===== config.mk =====
export PLATFORM = sky130hd
export DESIGN_NAME = crc8_frame_deframer
export DESIGN_NICKNAME = d
export VERILOG_FILES = /design/src/rtl/cfd_pkg.sv /design/src/rtl/cfd_parse.sv /design/src/rtl/crc8_frame_deframer.sv
export SDC_FILE = /design/constraint.sdc
export NUM_CORES = 1
export LEC_CHECK = 0
export ABC_AREA = 1
export BUFFER_PORTS_ARGS = -buffer_cell sky130_fd_sc_hd__buf_2
export CAP_MARGIN = 20
export CELL_PAD_IN_SITES_DETAIL_PLACEMENT = 0
export CELL_PAD_IN_SITES_GLOBAL_PLACEMENT = 2
export CORE_UTILIZATION = 27
export DETAILED_ROUTE_END_ITERATION = 16
export GPL_TIMING_DRIVEN = 0
export PLACE_DENSITY = 0.6
export SLEW_MARGIN = 15
export SYNTH_ARGS = -nofsm -noshare
export SYNTH_HDL_FRONTEND = slang
export SYNTH_SLANG_ARGS = --single-unit

===== constraint.sdc =====
create_clock -name clk -period 2.4 [get_ports clk]
set_clock_uncertainty 0.05 [all_clocks]
set_input_delay 0.24 -clock clk [delete_from_list [all_inputs] [get_ports clk]]
set_output_delay 0.24 -clock clk [all_outputs]
set_load 0.05 [all_outputs]

===== src/rtl/cfd_pkg.sv =====
package cfd_pkg;

	localparam int unsigned BYTE_W = 8;
	localparam int unsigned CFG_IDX_W = 4;

	localparam logic [BYTE_W-1:0] CRC_POLY = 8'h07;
	localparam logic [BYTE_W-1:0] CRC_INIT = 8'h00;

	// register map
	localparam logic [CFG_IDX_W-1:0] REG_SYNC_FIRST = 4'd0;
	localparam logic [CFG_IDX_W-1:0] REG_SYNC_SECOND = 4'd1;
	localparam logic [CFG_IDX_W-1:0] REG_DATA_TYPE = 4'd2;
	localparam logic [CFG_IDX_W-1:0] REG_ACK_TYPE = 4'd3;

	localparam logic [BYTE_W-1:0] RST_SYNC_FIRST = 8'hAA;
	localparam logic [BYTE_W-1:0] RST_SYNC_SECOND = 8'h55;
	localparam logic [BYTE_W-1:0] RST_DATA_TYPE = 8'h01;
	localparam logic [BYTE_W-1:0] RST_ACK_TYPE = 8'h02;

	typedef enum logic [2:0] {
		PH_SYNC_A = 3'd0,
		PH_SYNC_B = 3'd1,
		PH_KIND = 3'd2,
		PH_SEQ = 3'd3,
		PH_CMD = 3'd4,
		PH_CHECK = 3'd5
	} phase_t;

	typedef enum logic [1:0] {
		ST_NONE = 2'd0,
		ST_OK = 2'd1,
		ST_ERR = 2'd2
	} status_t;

	typedef struct packed {
		logic [BYTE_W-1:0] sync_first;
		logic [BYTE_W-1:0] sync_second;
		logic [BYTE_W-1:0] data_type_code;
		logic [BYTE_W-1:0] ack_type_code;
	} cfg_t;

	typedef struct packed {
		status_t status;
		logic [BYTE_W-1:0] kind;
		logic [BYTE_W-1:0] seq;
		logic [BYTE_W-1:0] cmd;
	} res_t;

	// one byte of CRC-8, MSB first
	function automatic logic [BYTE_W-1:0] crc8_byte(input logic [BYTE_W-1:0] acc,
			input logic [BYTE_W-1:0] b);
		logic [BYTE_W-1:0] c;
		c = acc ^ b;
		for (int k = 0; k < BYTE_W; k++) begin
			if (c[BYTE_W-1]) begin
				c = {c[BYTE_W-2:0], 1'b0} ^ CRC_POLY;
			end else begin
				c = {c[BYTE_W-2:0], 1'b0};
			end
		end
		return c;
	endfunction

endpackage


===== src/rtl/cfd_parse.sv =====
module cfd_parse (
	input  logic                         clk,
	input  logic                         arst_n,
	input  logic                         step,
	input  logic [cfd_pkg::BYTE_W-1:0]   rx_byte,
	input  cfd_pkg::cfg_t                cfg,
	output cfd_pkg::res_t                res
);
	import cfd_pkg::*;

	phase_t phase_q, phase_d;
	logic [BYTE_W-1:0] kind_q, seq_q, cmd_q, crc_q;
	logic [BYTE_W-1:0] crc_next;
	logic kind_known;

	// running CRC: one byte folded in per captured field
	assign crc_next = crc8_byte((phase_q == PH_KIND) ? CRC_INIT : crc_q, rx_byte);
	assign kind_known = (kind_q == cfg.data_type_code) || (kind_q == cfg.ack_type_code);

	always_comb begin
		phase_d = PH_SYNC_A;
		res = '{status: ST_NONE, kind: '0, seq: '0, cmd: '0};
		case (phase_q)
			PH_SYNC_A: begin
				if (rx_byte == cfg.sync_first) phase_d = PH_SYNC_B;
			end
			PH_SYNC_B: begin
				if (rx_byte == cfg.sync_second) phase_d = PH_KIND;
				else if (rx_byte == cfg.sync_first) phase_d = PH_SYNC_B;
			end
			PH_KIND: phase_d = PH_SEQ;
			PH_SEQ: phase_d = PH_CMD;
			PH_CMD: phase_d = PH_CHECK;
			PH_CHECK: begin
				if (crc_q != rx_byte || !kind_known) begin
					res.status = ST_ERR;
				end else begin
					res = '{status: ST_OK, kind: kind_q, seq: seq_q, cmd: cmd_q};
				end
			end
			default: res.status = ST_ERR;
		endcase
	end

	always_ff @(posedge clk or negedge arst_n) begin
		if (!arst_n) begin
			phase_q <= PH_SYNC_A;
			kind_q <= '0;
			seq_q <= '0;
			cmd_q <= '0;
			crc_q <= CRC_INIT;
		end else if (step) begin
			phase_q <= phase_d;
			if (phase_q == PH_KIND) kind_q <= rx_byte;
			if (phase_q == PH_SEQ) seq_q <= rx_byte;
			if (phase_q == PH_CMD) cmd_q <= rx_byte;
			if (phase_q == PH_KIND || phase_q == PH_SEQ || phase_q == PH_CMD) begin
				crc_q <= crc_next;
			end
		end
	end

endmodule


===== src/rtl/crc8_frame_deframer.sv =====
// Channel   | Direction | Handshake          | Payload
// ----------+-----------+--------------------+-----------------------------------------
// input     | in        | in_valid/in_stall  | rx_byte
// output    | out       | out_valid/out_stall| status, frame_kind, frame_seq, frame_cmd
// config    | in        | cfg_we             | cfg_index, cfg_data
//
// One request in, one result out, one request per cycle sustained while out_stall is low.
// Path: input register, then parse logic into the result register.
// arst_n clears the valid flags, the parse phase and the held frame bytes, and reloads the configuration defaults.
// A stalled result holds; the input register still takes a request while the result
// register is free or is being taken, so in_stall rises only when both are full.
module crc8_frame_deframer (
	input  logic                           clk,
	input  logic                           arst_n,
	input  logic                           in_valid,
	output logic                           in_stall,
	input  logic [cfd_pkg::BYTE_W-1:0]     rx_byte,
	output logic                           out_valid,
	input  logic                           out_stall,
	output logic [1:0]                     status,
	output logic [cfd_pkg::BYTE_W-1:0]     frame_kind,
	output logic [cfd_pkg::BYTE_W-1:0]     frame_seq,
	output logic [cfd_pkg::BYTE_W-1:0]     frame_cmd,
	input  logic                           cfg_we,
	input  logic [cfd_pkg::CFG_IDX_W-1:0]  cfg_index,
	input  logic [cfd_pkg::BYTE_W-1:0]     cfg_data
);
	import cfd_pkg::*;

	cfg_t cfg_q;
	logic valid_s1;
	logic [BYTE_W-1:0] byte_s1;
	logic valid_s2;
	res_t res_s2;
	res_t res_d;
	logic adv;
	logic take;

	// Advance the held byte into the result register when that register is free
	// or its result is leaving this cycle.
	assign adv = valid_s1 && (!valid_s2 || !out_stall);
	assign in_stall = valid_s1 && !adv;
	assign take = in_valid && !in_stall;

	// Configuration registers; an index beyond the map is dropped.
	always_ff @(posedge clk or negedge arst_n) begin
		if (!arst_n) begin
			cfg_q <= '{sync_first: RST_SYNC_FIRST, sync_second: RST_SYNC_SECOND,
				data_type_code: RST_DATA_TYPE, ack_type_code: RST_ACK_TYPE};
		end else if (cfg_we) begin
			case (cfg_index)
				REG_SYNC_FIRST: cfg_q.sync_first <= cfg_data;
				REG_SYNC_SECOND: cfg_q.sync_second <= cfg_data;
				REG_DATA_TYPE: cfg_q.data_type_code <= cfg_data;
				REG_ACK_TYPE: cfg_q.ack_type_code <= cfg_data;
				default: ;
			endcase
		end
	end

	// Input register.
	always_ff @(posedge clk or negedge arst_n) begin
		if (!arst_n) begin
			valid_s1 <= 1'b0;
		end else if (take) begin
			valid_s1 <= 1'b1;
		end else if (adv) begin
			valid_s1 <= 1'b0;
		end
	end

	always_ff @(posedge clk) begin
		if (take) byte_s1 <= rx_byte;
	end

	// Frame parser: phase and held bytes move only when a byte advances.
	cfd_parse u_parse (
		.clk     (clk),
		.arst_n  (arst_n),
		.step    (adv),
		.rx_byte (byte_s1),
		.cfg     (cfg_q),
		.res     (res_d)
	);

	// Result register.
	always_ff @(posedge clk or negedge arst_n) begin
		if (!arst_n) begin
			valid_s2 <= 1'b0;
		end else if (adv) begin
			valid_s2 <= 1'b1;
		end else if (!out_stall) begin
			valid_s2 <= 1'b0;
		end
	end

	always_ff @(posedge clk) begin
		if (adv) res_s2 <= res_d;
	end

	assign out_valid = valid_s2;
	assign status = res_s2.status;
	assign frame_kind = res_s2.kind;
	assign frame_seq = res_s2.seq;
	assign frame_cmd = res_s2.cmd;

`ifndef SYNTHESIS
	a_stall_needs_full: assert property (@(posedge clk) disable iff (!arst_n)
		in_stall |-> (valid_s1 && valid_s2 && out_stall))
		else $error("input stalled while a stage is free");

	a_fields_zero: assert property (@(posedge clk) disable iff (!arst_n)
		(out_valid && status != ST_OK) |->
		(frame_kind == '0 && frame_seq == '0 && frame_cmd == '0))
		else $error("frame fields set without a good frame");

	a_status_code: assert property (@(posedge clk) disable iff (!arst_n)
		out_valid |-> (status == ST_NONE || status == ST_OK || status == ST_ERR))
		else $error("bad status code");

	a_advance_fills: assert property (@(posedge clk) disable iff (!arst_n)
		adv |=> out_valid)
		else $error("advanced byte produced no result");
`endif

endmodule


==> results.md <==
* DRT antenna net count at 0
* Cell area after synthesis at 0.004795 mm^2
* Initial Util at 27.72%
* Die height at 135.3 um
* Cell family with most CP delay: simple AND/OR/NAND/NOR gates
* Worst-path maximum fanout at 6
* R2r startpoint: byte_s1[6]$_DFFE_PP_
* R2r setup slk at 0.32 ns
* Slew Viols, Final at 0
* Final instance area at 0.005747 mm^2
* CTS root buf: clkbuf_16
* Synth Area per Inst at 9.046 um^2
* Fin worst setup slack at 0.3212 ns
* CTS Sinks at 103
* TritonCTS clock tree: yes
* HP Start: rx_byte[3]
* Share of cells above drive strength 1 at 20.76%
* Synth Area in Compound Gates at 7.672%
* Clk slew on worst S/H paths at 0.07 ns
* Final min period at 2.079 ns
* Overall Power at 5.721 mW
* Critical path class: reg -> reg
* PwrDens at 995.5 mW/mm^2
* R2r worst-path depth at 10
* Hold Vio Cnt, Final at 0
* Max-slew headroom at 64.35%
* Worst endpoint required time at 2.59 ns
* Hold Path Sink: byte_s1[3]$_DFFE_PP_
* Inserted Clock Buffers at 9
* Global Route Usage Sum at 14.89%
* Detailed Route WL at 12190 um
* Largest cells by area after synthesis: dfrtp_1 (31%), edfxtp_1 (21%), nand2_1 (11%)
* Max VDD drop at 0.3341 mV
* # DRC at 0
* Most used DFF post-synth: dfrtp_1
* Critical Path, Cell by Cell: inv_1 -> nand2_1 -> nand2_1 -> nand2_1 -> nand2_1 -> or2_4 -> nand2_1 -> nand2_1 -> nand3_1 -> nand2_1
* Largest net degree at the start of global routing at 38
* Worst-Skew Late Latency at 0.35 ns
* Nets at 627
* Share of synthesized registers carrying an async set or reset at 66.99%
* Hold Slack at 0.01725 ns
* Outcome: completed
* Vias in the first global route at 3529
* Post-synthesis mux area share at 0%
* HPWL Detailed at 8905 um
* RR Endpoint: u_parse.crc_q[6]$_DFFE_PN0P_
* Max Cap Violations at 0
* Commonest cells post-synth: nand2_1 (142), inv_1 (63), dfrtp_1 (59), o21ai_0 (57), nor2_1 (42)
* Syn. warnings at 0
* Initial antenna violation count at 0
* Final Util at 33.22%
* H-tree depth at 3
* Most common cell on crit path: nand2_1
* Port-buffer cells at 52
* Num ports at 53
* Pre-Repair DR Iteration Count at 4
* CORE AREA at 0.01730 mm^2
* Worst-margin pin slew at 0.5348 ns
* Crit-path max cell delay at 0.64 ns
* Crit path launch type: flop
* Pre-CTS setup slack at 0.08962 ns
* CP Capture Type: flop
* Die area at 0.01830 mm^2
* Final GP Congestion at 0.7373
* Post-Syn Instances at 530
* Die X-Extent at 135.3 um
* Hold Crit Class: in -> reg
* Largest family of logic cells by synthesized area: simple AND/OR/NAND/NOR gates
* Max clock buf depth at 2
* Initial DRC count at 186
* Synth-to-Final Area Change at 19.86%
* Yosys reg bits at 103
* Post-Synth Simple-Gate Area at 23.09%
* Synth unique cells at 34
* Post-DR wirelength/cell at 14.65 um
* Area of placed instances at 0.005386 mm^2
* CP arrival at 2.27 ns
* Row count at 48
* Drt via density at 4.298
* Hold Path Depth at 1
* Setup violations, final at 0
* Post-Synth Adder-Cell Area at 0%
* Most frequent cell after synthesis: nand2_1
* Area leader, netlist: dfrtp_1
* Fmax at 0.4810 GHz
* EDFF count, synth at 34
* Syn nets at 555
* Worst Path Buf+Inv at 1
* GRT Residual Overflow at 0
* Slowest cell on crit path: edfxtp_1
* RSZ-0062 raised after global routing: no
* XOR/XNOR Fraction of Synth Area at 4.723%
* Worst setup path startpoint: byte_s1[6]$_DFFE_PP_
* Placed Cells at 809
* DR vias at 3576
* Sum Neg Setup Slack at 0 ns
* Tcrit/Tclk final at 86.62%
* First-pass GRT wire length at 20070 um
* Register area share after synthesis at 57.57%
* Final Non-Filler Cells at 832
* Lkg Pwr at 2.620 nW
* Antenna Cells at 0
* Post-synth top area share at 30.79%
registers in the layout, indices dropped and copies added, names as in the netlist:
register / cells
frame_cmd: 8
out_valid: 1
u_parse.phase_q: 3
frame_seq: 8
u_parse.seq_q: 8
frame_kind: 8
valid_s1: 1
cfg_q: 32
u_parse.kind_q: 8
u_parse.cmd_q: 8
byte_s1: 8
status: 2
u_parse.crc_q: 8
report_power, final:
| part | internal, mW | total (mW) | leakage, nW | switching, mW |
|---|---|---|---|---|
| clock network | 0.741 | 1.48 | 0.148 | 0.736 |
| registers | 2.21 | 2.49 | 1.19 | 0.272 |
| logic | 0.636 | 1.76 | 1.28 | 1.12 |
timing repair:
action | CTS | global route
buffers inserted | 0 | 3
setup endpoints to repair | 0 | 16
gates resized for setup | 0 | 1
hold endpoints to repair | 31 | 0
hold buffers | 4 | 0
cells by family after synthesis:
family | count (synthesis)
and+or+nand+nor | 252
DFF | 103
buffers and inverters | 82
AOI/OAI and AO/OA | 68
xor gates and xnor gates | 25
final cells by class:
type,count,area (um^2)
buffer,14,77.57
tap,225,281.5
timing repair buffer,61,372.9
fill,1870,11550
clock buffer,9,225.2
clock inverter,7,68.82
sequential,103,2760
inverter,68,259.0
multi-input combinational,345,1702
worst register-to-register path: stages, from the launching register on:
cell	delay [ns]
edfxtp_1	0.64
inv_1	0.26
nand2_1	0.13
nand2_1	0.13
nand2_1	0.12
nand2_1	0.10
or2_4	0.27
nand2_1	0.09
nand2_1	0.05
nand3_1	0.07
nand2_1	0.06
worst max-delay path by stage:
| stage | slack [ns] | depth (start not counted) | endpoint |
|---|---|---|---|
| 2_1_floorplan | 0.06 | 7 | u_parse.seq_q[6]$_DFFE_PN0P_ |
| 3_3_place_gp | -0.47 | 7 | u_parse.seq_q[6]$_DFFE_PN0P_ |
| 3_5_place_dp | 0.09 | 7 | u_parse.kind_q[5]$_DFFE_PN0P_ |
| 4_1_cts | 0.08 | 6 | u_parse.kind_q[0]$_DFFE_PN0P_ |
| 5_1_grt | 0.18 | 10 | u_parse.crc_q[6]$_DFFE_PN0P_ |
| 6_report | 0.32 | 10 | u_parse.crc_q[6]$_DFFE_PN0P_ |
placed cells by master (no fill, tap or decap), types with 4 or more instances in the layout:
cell type and count:
edfxtp_1 34, inv_8 4, nand3_1 34, xnor2_1 20, nand2_2 8, buf_2 55, inv_2 5, dfstp_2 10
nor2_1 42, o21ai_0 57, or2_2 9, clkbuf_1 6, buf_4 6, dfrtp_1 59, dlygate4sd3_1 4, clkbuf_16 9
xor2_1 4, nand2_1 142, inv_1 62, nand4_1 6
layer usage:
metal  vias to the layer above  GRT usage [%]  wire length, um
met5                         -              0                0
met4                         0          5.243              166
met3                        13          2.357              380
met2                        60          22.76             5390
met1                      1666          21.23             6250
li1                       1837              -                -
Note: power is estimated with default switching activity, not from simulation.
